File: src/sv/etf_pkg.sv
// ----------------------------------------------------------------------------
// etf_pkg: shared definitions for the edge-tracking tape follower
// Fixed-point widths, register indexes and the divider status bundle.
// ----------------------------------------------------------------------------
package etf_pkg;

	// Fraction bits of the balance integral and the dwell ratio
	localparam int FRAC_BITS  = 16;
	// Bits of time kept from the sample time
	localparam int TIME_WIDTH = 32;

	// Balance integral: signed, integer part covers -8 .. just under +8
	localparam int INT_W      = FRAC_BITS + 4;
	// Quotient of the dwell ratio: 0 .. 1.0 inclusive
	localparam int QUOT_W     = FRAC_BITS + 1;
	// Divider remainder: divisor is TIME_WIDTH+1 bits, plus one for the shift
	localparam int REM_W      = TIME_WIDTH + 2;
	localparam int DIV_STEPS  = FRAC_BITS + 1;
	localparam int DIV_CNT_W  = $clog2(DIV_STEPS);

	localparam int GAIN_W     = 16;
	localparam int SENSOR_W   = 10;

	localparam logic signed [INT_W-1:0] INT_LIMIT = INT_W'(64'sd4 <<< FRAC_BITS);
	localparam logic signed [INT_W-1:0] INT_HALF  = INT_W'(64'sd1 <<< (FRAC_BITS - 1));

	// Configuration register indexes
	typedef enum logic [2:0] {
		REG_BASE_SPEED        = 3'd0,
		REG_DERIV_GAIN        = 3'd1,
		REG_PROP_GAIN         = 3'd2,
		REG_INTEGRAL_GAIN     = 3'd3,
		REG_LOST_BASE         = 3'd4,
		REG_HYSTERESIS_MARGIN = 3'd5,
		REG_LOST_THRESH_LEFT  = 3'd6,
		REG_LOST_THRESH_RIGHT = 3'd7
	} reg_index_t;

	// Divider status seen by the sequencer
	typedef struct packed {
		logic busy;
		logic done;
	} div_stat_t;

endpackage

File: src/sv/etf_divider.sv
// ----------------------------------------------------------------------------
// etf_divider: restoring divider for the dwell ratio
// Computes floor(dividend * 2^FRAC_BITS / divisor), one quotient bit a cycle,
// with a single shared subtract-and-compare.
// ----------------------------------------------------------------------------
module etf_divider (
	input  logic                                 clk,
	input  logic                                 arst_n,
	input  logic                                 start,
	input  logic [etf_pkg::TIME_WIDTH-1:0]       dividend,
	input  logic [etf_pkg::TIME_WIDTH:0]         divisor,
	output logic [etf_pkg::QUOT_W-1:0]           quotient,
	output etf_pkg::div_stat_t                   stat
);

	logic [etf_pkg::REM_W-1:0]     rem_q;
	logic [etf_pkg::REM_W-1:0]     div_q;
	logic [etf_pkg::QUOT_W-1:0]    quot_q;
	logic [etf_pkg::DIV_CNT_W-1:0] cnt_q;
	logic                          busy_q;
	logic                          done_q;

	logic [etf_pkg::REM_W:0]       diff;
	logic                          take;
	logic [etf_pkg::REM_W-1:0]     rem_sel;

	// Trial subtract: the one arithmetic unit of the loop
	always_comb begin
		diff    = {1'b0, rem_q} - {1'b0, div_q};
		take    = !diff[etf_pkg::REM_W];
		rem_sel = take ? diff[etf_pkg::REM_W-1:0] : rem_q;
	end

	// Load operands, then shift in one quotient bit per cycle
	always_ff @(posedge clk or negedge arst_n) begin
		if (!arst_n) begin
			rem_q  <= '0;
			div_q  <= '0;
			quot_q <= '0;
			cnt_q  <= '0;
			busy_q <= 1'b0;
			done_q <= 1'b0;
		end else begin
			done_q <= 1'b0;
			if (start) begin
				rem_q  <= etf_pkg::REM_W'(dividend);
				div_q  <= etf_pkg::REM_W'(divisor);
				quot_q <= '0;
				cnt_q  <= etf_pkg::DIV_CNT_W'(etf_pkg::DIV_STEPS - 1);
				busy_q <= 1'b1;
			end else if (busy_q) begin
				rem_q  <= {rem_sel[etf_pkg::REM_W-2:0], 1'b0};
				quot_q <= {quot_q[etf_pkg::QUOT_W-2:0], take};
				if (cnt_q == '0) begin
					busy_q <= 1'b0;
					done_q <= 1'b1;
				end else begin
					cnt_q <= cnt_q - 1'b1;
				end
			end
		end
	end

	assign quotient  = quot_q;
	assign stat.busy = busy_q;
	assign stat.done = done_q;

endmodule

File: src/sv/edge_tracking_tape_follower_core.sv
// ----------------------------------------------------------------------------
// edge_tracking_tape_follower_core: tape-edge follower motor controller
// Takes one sensor sample per item and returns the left and right motor
// drives and the edge now being followed.
// ----------------------------------------------------------------------------
// Usage
//   Input channel (in_valid / in_stall) carries one sample: two reflectance
//   readings, two marker bits and a microsecond time. Output channel
//   (out_valid / out_stall) returns one item per sample: both drives,
//   saturated to 16 bits, and the side followed after the sample.
//   Configuration is a plain write port (cfg_write, cfg_index, cfg_data);
//   write it only while no sample is in flight.
//   Steps: an accepted sample is latched and evaluated, the integral term
//   is multiplied by its gain and the drives are saturated into the output
//   register; at a transition with a non-zero dwell sum the 17-step
//   restoring divider that forms the dwell ratio runs before the multiply.
//   The input is stalled while a sample is being worked on.
//   A finished result waits in the output register; a new sample may be
//   accepted meanwhile, and the sequencer holds its final step until the
//   output register is free.
//   Reset clears all configuration and tracking state (left edge, zero dwell
//   times and integral) and drops out_valid.
// ----------------------------------------------------------------------------
module edge_tracking_tape_follower_core (
	input  logic               clk,
	input  logic               arst_n,
	// configuration
	input  logic               cfg_write,
	input  logic [2:0]         cfg_index,
	input  logic [15:0]        cfg_data,
	// samples
	input  logic               in_valid,
	output logic               in_stall,
	input  logic [9:0]         sensor_left,
	input  logic [9:0]         sensor_right,
	input  logic               mark_left,
	input  logic               mark_right,
	input  logic [31:0]        time_us,
	// results
	output logic               out_valid,
	input  logic               out_stall,
	output logic signed [15:0] drive_left,
	output logic signed [15:0] drive_right,
	output logic               side_now
);

	localparam int TW     = etf_pkg::TIME_WIDTH;
	localparam int INT_W  = etf_pkg::INT_W;
	localparam int GW     = etf_pkg::GAIN_W;
	localparam int SW     = etf_pkg::SENSOR_W;
	localparam int BASE_W = 20;
	localparam int PROD_W = INT_W + GW;
	localparam int TERM_W = PROD_W - etf_pkg::FRAC_BITS;
	localparam int FIN_W  = 22;

	typedef enum logic [2:0] {
		ST_IDLE,
		ST_EVAL,
		ST_START,
		ST_DIV,
		ST_MUL,
		ST_FINISH
	} state_t;

	// Configuration registers
	logic signed [GW-1:0] base_speed_q;
	logic signed [GW-1:0] deriv_gain_q;
	logic signed [GW-1:0] prop_gain_q;
	logic signed [GW-1:0] integral_gain_q;
	logic signed [GW-1:0] lost_base_q;
	logic [SW-1:0]        hysteresis_q;
	logic [SW-1:0]        thresh_left_q;
	logic [SW-1:0]        thresh_right_q;

	// Sequencer, sample and tracking state
	state_t                   state_q;
	logic [SW-1:0]            sl_q;
	logic [SW-1:0]            sr_q;
	logic                     ml_q;
	logic                     mr_q;
	logic [TW-1:0]            t_q;
	logic                     side_q;
	logic [TW-1:0]            dwell_left_q;
	logic [TW-1:0]            dwell_right_q;
	logic [TW-1:0]            last_q;
	logic signed [INT_W-1:0]  integral_q;
	logic                     trans_q;
	logic signed [BASE_W-1:0] left_q;
	logic signed [BASE_W-1:0] right_q;
	logic signed [PROD_W-1:0] prod_q;
	logic                     out_valid_q;
	logic signed [15:0]       drive_left_q;
	logic signed [15:0]       drive_right_q;
	logic                     side_now_q;

	// Evaluation of one sample
	logic                     side_eff;
	logic                     lost;
	logic                     trans;
	logic [TW-1:0]            dwell_sel;
	logic [TW-1:0]            elapsed;
	logic                     late;
	logic                     mid;
	logic signed [BASE_W-1:0] b_x;
	logic signed [BASE_W-1:0] d_x;
	logic signed [BASE_W-1:0] p_x;
	logic signed [BASE_W-1:0] lb_x;
	logic signed [BASE_W-1:0] nom;
	logic signed [BASE_W-1:0] steer;

	// Divider hookup
	logic [TW:0]                     dwell_sum;
	logic                            div_start;
	logic [etf_pkg::QUOT_W-1:0]      quotient;
	etf_pkg::div_stat_t              div_stat;
	logic signed [INT_W-1:0]         ratio_step;

	// Final step
	logic signed [PROD_W-1:0] prod_adj;
	logic signed [TERM_W-1:0] term;
	logic signed [FIN_W-1:0]  left_fin;
	logic signed [FIN_W-1:0]  right_fin;
	logic                     out_free;

	function automatic logic signed [15:0] sat16(input logic signed [FIN_W-1:0] v);
		logic signed [FIN_W-1:0] hi;
		logic signed [FIN_W-1:0] lo;
		hi = FIN_W'(32'sd32767);
		lo = FIN_W'(-32'sd32768);
		if (v > hi) begin
			return 16'sh7FFF;
		end else if (v < lo) begin
			return 16'sh8000;
		end
		return v[15:0];
	endfunction

	// Write configuration registers
	always_ff @(posedge clk or negedge arst_n) begin
		if (!arst_n) begin
			base_speed_q    <= '0;
			deriv_gain_q    <= '0;
			prop_gain_q     <= '0;
			integral_gain_q <= '0;
			lost_base_q     <= '0;
			hysteresis_q    <= '0;
			thresh_left_q   <= '0;
			thresh_right_q  <= '0;
		end else if (cfg_write) begin
			case (etf_pkg::reg_index_t'(cfg_index))
				etf_pkg::REG_BASE_SPEED:        base_speed_q    <= cfg_data;
				etf_pkg::REG_DERIV_GAIN:        deriv_gain_q    <= cfg_data;
				etf_pkg::REG_PROP_GAIN:         prop_gain_q     <= cfg_data;
				etf_pkg::REG_INTEGRAL_GAIN:     integral_gain_q <= cfg_data;
				etf_pkg::REG_LOST_BASE:         lost_base_q     <= cfg_data;
				etf_pkg::REG_HYSTERESIS_MARGIN: hysteresis_q    <= cfg_data[SW-1:0];
				etf_pkg::REG_LOST_THRESH_LEFT:  thresh_left_q   <= cfg_data[SW-1:0];
				etf_pkg::REG_LOST_THRESH_RIGHT: thresh_right_q  <= cfg_data[SW-1:0];
				default: ;
			endcase
		end
	end

	// Decide the case for the latched sample. The right-edge drives are the
	// left-edge drives with the motors swapped, so form nominal +/- steering.
	always_comb begin
		side_eff  = ml_q ? 1'b1 : (mr_q ? 1'b0 : side_q);
		lost      = (sl_q < thresh_left_q) && (sr_q < thresh_right_q);
		if (side_eff) begin
			trans = !lost && (({1'b0, sl_q} + {1'b0, hysteresis_q}) < {1'b0, sr_q});
		end else begin
			trans = !lost && (({1'b0, sr_q} + {1'b0, hysteresis_q}) < {1'b0, sl_q});
		end
		dwell_sel = side_eff ? dwell_right_q : dwell_left_q;
		elapsed   = t_q - last_q;
		late      = t_q > (last_q + dwell_sel);
		mid       = t_q > (last_q + (dwell_sel >> 1));
		b_x       = BASE_W'(base_speed_q);
		d_x       = BASE_W'(deriv_gain_q);
		p_x       = BASE_W'(prop_gain_q);
		lb_x      = BASE_W'(lost_base_q);
		if (lost) begin
			nom   = lb_x;
			steer = -(p_x <<< 1);
		end else if (trans) begin
			nom   = b_x;
			steer = d_x + p_x;
		end else if (late) begin
			nom   = b_x;
			steer = -p_x;
		end else if (mid) begin
			nom   = b_x;
			steer = d_x - p_x;
		end else begin
			nom   = b_x;
			steer = -(d_x + p_x);
		end
	end

	// Kick the divider only at a transition with a non-zero dwell sum
	always_comb begin
		dwell_sum  = {1'b0, dwell_left_q} + {1'b0, dwell_right_q};
		div_start  = (state_q == ST_START) && trans_q && (dwell_sum != '0);
		ratio_step = $signed(INT_W'(quotient)) - etf_pkg::INT_HALF;
	end

	etf_divider u_div (
		.clk      (clk),
		.arst_n   (arst_n),
		.start    (div_start),
		.dividend (dwell_left_q),
		.divisor  (dwell_sum),
		.quotient (quotient),
		.stat     (div_stat)
	);

	// Integral term truncated toward zero, then the exact drive sums
	always_comb begin
		prod_adj  = prod_q + (prod_q[PROD_W-1] ?
			PROD_W'((64'sd1 <<< etf_pkg::FRAC_BITS) - 64'sd1) : PROD_W'(0));
		term      = TERM_W'(prod_adj >>> etf_pkg::FRAC_BITS);
		left_fin  = FIN_W'(left_q) - FIN_W'(term);
		right_fin = FIN_W'(right_q) + FIN_W'(term);
		out_free  = !out_valid_q || !out_stall;
	end

	// Sequencer with tracking state and the output register
	always_ff @(posedge clk or negedge arst_n) begin
		if (!arst_n) begin
			state_q       <= ST_IDLE;
			sl_q          <= '0;
			sr_q          <= '0;
			ml_q          <= 1'b0;
			mr_q          <= 1'b0;
			t_q           <= '0;
			side_q        <= 1'b0;
			dwell_left_q  <= '0;
			dwell_right_q <= '0;
			last_q        <= '0;
			integral_q    <= '0;
			trans_q       <= 1'b0;
			left_q        <= '0;
			right_q       <= '0;
			prod_q        <= '0;
			out_valid_q   <= 1'b0;
			drive_left_q  <= '0;
			drive_right_q <= '0;
			side_now_q    <= 1'b0;
		end else begin
			// drop a result once it is taken, unless the final step refills it
			if (out_valid_q && !out_stall && (state_q != ST_FINISH)) begin
				out_valid_q <= 1'b0;
			end
			case (state_q)
				ST_IDLE: begin
					if (in_valid) begin
						sl_q    <= sensor_left;
						sr_q    <= sensor_right;
						ml_q    <= mark_left;
						mr_q    <= mark_right;
						t_q     <= time_us[TW-1:0];
						state_q <= ST_EVAL;
					end
				end
				ST_EVAL: begin
					trans_q <= trans;
					left_q  <= side_eff ? (nom + steer) : (nom - steer);
					right_q <= side_eff ? (nom - steer) : (nom + steer);
					if (trans) begin
						last_q <= t_q;
						side_q <= !side_eff;
						if (side_eff) begin
							dwell_right_q <= elapsed;
						end else begin
							dwell_left_q <= elapsed;
						end
					end else begin
						side_q <= side_eff;
					end
					state_q <= ST_START;
				end
				ST_START: begin
					state_q <= div_start ? ST_DIV : ST_MUL;
				end
				ST_DIV: begin
					if (div_stat.done) begin
						integral_q <= integral_q + ratio_step;
						state_q    <= ST_MUL;
					end
				end
				ST_MUL: begin
					prod_q  <= PROD_W'(integral_q) * PROD_W'(integral_gain_q);
					state_q <= ST_FINISH;
				end
				ST_FINISH: begin
					if (out_free) begin
						drive_left_q  <= sat16(left_fin);
						drive_right_q <= sat16(right_fin);
						side_now_q    <= side_q;
						out_valid_q   <= 1'b1;
						if (integral_q > etf_pkg::INT_LIMIT) begin
							integral_q <= etf_pkg::INT_LIMIT;
						end else if (integral_q < -etf_pkg::INT_LIMIT) begin
							integral_q <= -etf_pkg::INT_LIMIT;
						end
						state_q <= ST_IDLE;
					end
				end
				default: state_q <= ST_IDLE;
			endcase
		end
	end

	assign in_stall    = (state_q != ST_IDLE);
	assign out_valid   = out_valid_q;
	assign drive_left  = drive_left_q;
	assign drive_right = drive_right_q;
	assign side_now    = side_now_q;

`ifndef NO_ASSERTIONS
	// A new result appears only from the final step
	a_result_from_finish: assert property (@(posedge clk) disable iff (!arst_n)
		$rose(out_valid_q) |-> $past(state_q == ST_FINISH))
		else $error("result raised outside the final step");

	// Integral is back within limits whenever the block is idle
	a_integral_clamped: assert property (@(posedge clk) disable iff (!arst_n)
		(state_q == ST_IDLE) |->
			(integral_q <= etf_pkg::INT_LIMIT) && (integral_q >= -etf_pkg::INT_LIMIT))
		else $error("balance integral out of range while idle");

	// While waiting on the divider it must be working or finishing
	a_div_alive: assert property (@(posedge clk) disable iff (!arst_n)
		(state_q == ST_DIV) |-> (div_stat.busy || div_stat.done))
		else $error("sequencer waits on an idle divider");

	// Divider completion is a single-cycle pulse
	a_div_done_pulse: assert property (@(posedge clk) disable iff (!arst_n)
		div_stat.done |=> !div_stat.done)
		else $error("divider done held for more than one cycle");
`endif

endmodule

File: config.mk
export PLATFORM = sky130hd
export DESIGN_NAME = edge_tracking_tape_follower_core
export DESIGN_NICKNAME = d
export VERILOG_FILES = /design/src/sv/etf_pkg.sv /design/src/sv/etf_divider.sv /design/src/sv/edge_tracking_tape_follower_core.sv
export SDC_FILE = /design/constraint.sdc
export NUM_CORES = 2
export LEC_CHECK = 0
export BUFFER_PORTS_ARGS = -buffer_cell sky130_fd_sc_hd__buf_2
export CORE_MARGIN = 2
export CORE_UTILIZATION = 50
export DETAILED_ROUTE_END_ITERATION = 10
export PLACE_DENSITY = 0.71
export SYNTH_ARGS = -nofsm -noshare
export SYNTH_HDL_FRONTEND = slang
export SYNTH_HIERARCHICAL = 1
export SYNTH_SLANG_ARGS = --single-unit
export TNS_END_PERCENT = 1
File: constraint.sdc
create_clock -name clk -period 12.99 [get_ports clk]
set_input_delay 1.299 -clock clk [delete_from_list [all_inputs] [get_ports clk]]
set_output_delay 1.299 -clock clk [all_outputs]
set_load 0.05 [all_outputs]
Word-level counts from Yosys, hierarchy flattened. Cells that the tools add are included. Widths: inputs -> output; s select.

Flip-flop bits (word level): 486. Input bits: 78. Output and inout bits: 35. Logic and storage cells: 175.

$add $sub $neg: 20. Multiply operators: 1. $lt $le $gt $ge: 12. Equality and inequality tests: 18. Multiplexer cells: 54. Bitwise gates (word level): 1. Reductions and logical operators: 36.

Operators with widths (count): $mux 20 (11); $mux 16 (7); $mux 34 (2); $gt 32x32->1 (2); $gt 21x16->1 const B (2); $lt 21x16->1 const B (2); $neg 17->20 (2); $pmux 20 s2 (1); $add 36x17->36 (1); $mul 20x16->36 (1); $sub 34x33->35 (1); $mux 17 (2); $add 32x32->33 (1); $mux 33 (1); $reduce_bool 33->1 (1); $add 32x31->32 (1); $add 32x32->32 (1); $mux 32 (1); $sub 32x32->32 (1); $reduce_and 2->1 (12); $add 10x10->11 (2); $lt 11x10->1 (2); $add 20x20->21 (1); $mux 1 (21); other kinds (31) (63).

Longest topological paths before layout.
Depth in word-level cells: 11. Gate-level depth with buffers: 47.

Cells and area by module. Netlist, hierarchy kept.

By module, submodules not included: edge_tracking_tape_follower_core (times used 1, cells each 5114, area an instance 44544.0 sq um, sequential area each 9859.5 sq um); etf_divider (times used 1, cells each 675, area an instance 5987.0 sq um, sequential area each 2277.2 sq um).

Worst setup path after synthesis. No wires, ideal clock.

Path kind: reg-to-reg. From: reg side_q. To: reg right_q[19]. Setup time: 0.095 ns. Data arrival time: 9.019 ns. Data required time: 12.895 ns. Slack: 3.876 ns. Cell stages (with the launch flop): 44. Period minus slack after synthesis: 9.114 ns. Cell sequence: dfrtp_1 nor2b_1 or2_2 clkbuf_1 inv_2 buf_1 buf_1 o21ai_0 ha_1 fa_1 a21o_1 a21oi_1 o21bai_1 a2111o_1 nand2_1 a21oi_1 o22ai_1 o21ai_0 (+8 left out) clkbuf_1 nor2_1 a21oi_1 a22oi_1 or2_2 a41oi_1 ha_1 clkbuf_1 nand3_1 o211ai_1 o41ai_1 o31ai_1 o41a_1 a21o_1 a21oi_1 mux2i_1 a21boi_0 o31ai_1.

Cells in the longest elaborated chain, start to end: 11.

RTL lines: start, declared (RTL line edge_tracking_tape_follower_core.sv:82) `logic side_q;`; start signal, assigned (RTL line edge_tracking_tape_follower_core.sv:271) `side_q <= !side_eff;`; start signal, assigned (RTL line edge_tracking_tape_follower_core.sv:278) `side_q <= side_eff;`; $mux 1 (*) (2 in a row) (RTL line edge_tracking_tape_follower_core.sv:167) `side_eff = ml_q ? 1'b1 : (mr_q ? 1'b0 : side_q);`; $mux 32 (RTL line edge_tracking_tape_follower_core.sv:174) `dwell_sel = side_eff ? dwell_right_q : dwell_left_q;`; $add 32x31->32 (RTL line edge_tracking_tape_follower_core.sv:177) `mid = t_q > (last_q + (dwell_sel >> 1));`; $gt 32x32->1 (RTL line edge_tracking_tape_follower_core.sv:177); $mux 20 (RTL line edge_tracking_tape_follower_core.sv:191) `end else if (mid) begin`; $mux 20 (RTL line edge_tracking_tape_follower_core.sv:188) `end else if (late) begin`; $mux 20 (RTL line edge_tracking_tape_follower_core.sv:185) `end else if (trans) begin`; $mux 20 (RTL line edge_tracking_tape_follower_core.sv:182) `if (lost) begin`; $add 20x20->20 or $sub 20x20->20 (tied branches) (RTL line edge_tracking_tape_follower_core.sv:268) `right_q <= side_eff ? (nom - steer) : (nom + steer);`; $mux 20 (*) (RTL line edge_tracking_tape_follower_core.sv:268); end signal, assigned (RTL line edge_tracking_tape_follower_core.sv:268); end, declared (RTL line edge_tracking_tape_follower_core.sv:89) `logic signed [BASE_W-1:0] right_q;`.

Mark *: on every way between the ends. The rest lies on a longest branch, timed or not. A chain may end at the register's enable or synchronous reset.

Worst setup path after layout. Ends and elaborated chain as after synthesis.

==> metrics.md <==
| Metric | Value |
|---|---|
| Status | completed |
| First-pass GRT wire length | 217 mm |
| Filler Cell Count | 9181 |
| Number of vias per cell | 5.75 |
| Synth Instances | 5788 |
| Number of levels in the clock H-tree | 2 |
| Floorplan core area | 100000 µm² |
| Finish-stage setup viols | 0 |
| CTS tree | built |
| Die outline area | ~100000 µm² |
| Headroom to the max-slew limit | 24.1% |
| Final nets | 6716 |
| Startpoint-to-endpoint class of the critical path | reg2reg |
| Number of hold-slack violations in the final timing report | 0 |
| Maximum clock insertion buffer count | 3 |
| Max cap viols | 0 |
| Combined global-route utilization of all metal layers | 26.0% |
| Number of buffers created by CTS | 58 |
| Post-DRT Antenna Nets | 0 |
| Number of max-slew violations in the final report | 0 |
| Antenna Cells | 0 |
| Die span in x | 322 µm |
| Kind of end point of the critical path | flop |
| Data required time at the worst endpoint | 13.59 ns |
| Number of I/O port buffers | 112 |
| Startpoint class of the critical path | flop |
| Setup TNS | 0 ns |
| Max frequency | between 90 and 100 MHz |
| Initial core utilization | 50.4% |
| Clock Pin Slew Worst Setup and Hold Paths | 0.06 ns |
| Largest incremental delay on the critical path | approximately 0.60 ns |
| Library cell contributing the largest single delay on the critical path | buf_4 |
| Fraction of layout instances using a drive strength above 1 | 8.62% |
| Total Wirelength | 134 mm |
| Cell family with the largest share of critical-path delay | compound AO/OA/AOI/OAI gates |
| Global route total overflow | 0 |
| Clock Sink Count | 485 |
| Die span in y | 322 µm |
| Drt initial violations | roughly 3000 |
| Post-route clock period utilization | 79.3% |
| Worst clock skew | 0.0499 ns |
| Master cell of the clock root buffer | clkbuf_16 |
| Routed via count | 41000 |
| Cells resized by post-CTS repair | 0 |
| Critical path arrival | ~11 ns |
| Avg Synthesized Cell Area | between 8 and 9 µm² |
| Slew @ Worst Pin | 1.14 ns |
| Worst-skew pair later-pin latency | just under 0.7 ns |
| Unrepaired setup endpoints after global routing | false |
| Yosys Warn Count | 6 |
| Vias in the first global route | 40300 |
| Number of rows created at floorplan | 116 |
| Count of hold buffers inserted by post-cts repair | 0 |
| Path category of the worst min-delay check | reg2reg |
| Antenna violations before repair | 2 |
| Post CTS Setup Buffer Count | 0 |
| Crit path time final | 10.31 ns |
| Count of buffering cells on the critical path with inverters included | 4 |
| Count of pins on the block boundary | ~110 |
| Number of remaining DRC errors | 0 |
| Router iterations before antenna repair | 5 |
| Final routed wire length divided by cell count | 18.8 µm |
| Gpl congestion | between 0.9 and 1 |
| Synthesized netlist net count | 6717 |
| Maximum fanout along the worst path | 72 |
| Combined area of all synthesized cells | 50500 µm² |
| Detailed-placement wirelength estimate | around 100 mm |
| Synthesis-to-layout area growth | 7.60% |
| Largest net degree at the start of global routing | 176 |
## worst reg2reg max path, delay by kind of cell (launching register included)
kind / cells / cell delay (ns)
flip-flops: 1 / 0.38
XOR/XNOR: 1 / 0.24
buffers and inverters: 4 / 1.19
adder cells (fa/ha/maj): 3 / 1.02
AO/OA/AOI/OAI: 22 / 5.44
AND/OR/NAND/NOR: 8 / 1.82
multiplexers: 1 / 0.13
## worst paths after layout
check                                from  depth (start not counted)  slack, ns         endpoint
worst min register to register  prod_q[0]                          2       0.49        prod_q[0]
max in group asynchronous          arst_n                          3      10.18  prop_gain_q[12]
worst min-delay path            prod_q[0]                          2       0.49        prod_q[0]
worst max register to register     side_q                         39       2.68      right_q[19]
worst max-delay path               side_q                         39       2.68      right_q[19]
min in group asynchronous          arst_n                          1       0.68   u_div/div_q[4]
## per-layer routing
layer  track usage (%)  vias to the layer above  wire length [µm]  part of all wire (%)
li1                  -                    19800                 -                     -
met2              40.6                     1075             58600                    44
met5                 0                        -                 0                     0
met4              8.41                        0              4400                   3.3
met1              37.3                    20000             63000                    47
met3              3.54                      203              7900                   5.9
## layout make-up
class | instances | area (µm²) | area share, %
Clock inverter | 35 | 543 | 0.999
Clock buffer | 73 | 1550 | 2.85
Tap cell | 1298 | 1620 | 2.99
Timing Repair Buffer | 151 | 876 | 1.61
Sequential cell | 485 | 12100 | 22.3
Inverter | 591 | 2220 | 4.08
Multi-Input combinational cell | 4500 | 35400 | 65.1
## stage by stage
step	setup slack, ns	cell area [µm²]	hold slack, ns	cells	utilization (%)
floorplan	3.88	50500	0.439	5788	-
global placement	2.94	52300	0.470	7025	52.2
detailed placement	2.83	52300	0.477	7025	52.2
CTS	2.81	54400	0.491	7133	54.3
global route	1.95	54400	0.514	7133	54.3
finish	2.68	54400	0.489	7133	54.3
## placed cells by master, fill, tap and decap left out, types with 34 or more instances in the layout
master,count
nand2_1,740
inv_1,590
ha_1,519
dfrtp_1,484
o21ai_0,357
a21oi_1,349
fa_1,332
nor2_1,308
xnor2_1,205
mux2_2,177
and2_1,162
a21o_1,122
xor2_1,112
buf_2,111
nand2b_1,90
nand3_1,90
nor3_1,83
mux2i_1,71
clkbuf_16,58
o21a_1,57
nor2b_1,51
o21bai_1,49
a31oi_1,46
buf_4,38
or3_1,34
nor3b_1,34
## registers in the layout, indices dropped and copies added, names as in the netlist, 17 cells and up
signal	count
t_q	32
u_div/quotient	17
dwell_left_q	32
left_q	20
right_q	19
dwell_right_q	32
integral_q	20
last_q	32
u_div/rem_q	34
prod_q	36
u_div/div_q	33
Power is left out: the tool's default activity adds up to more than one toggle a clock period on the data nets, which glitch-free logic cannot reach.
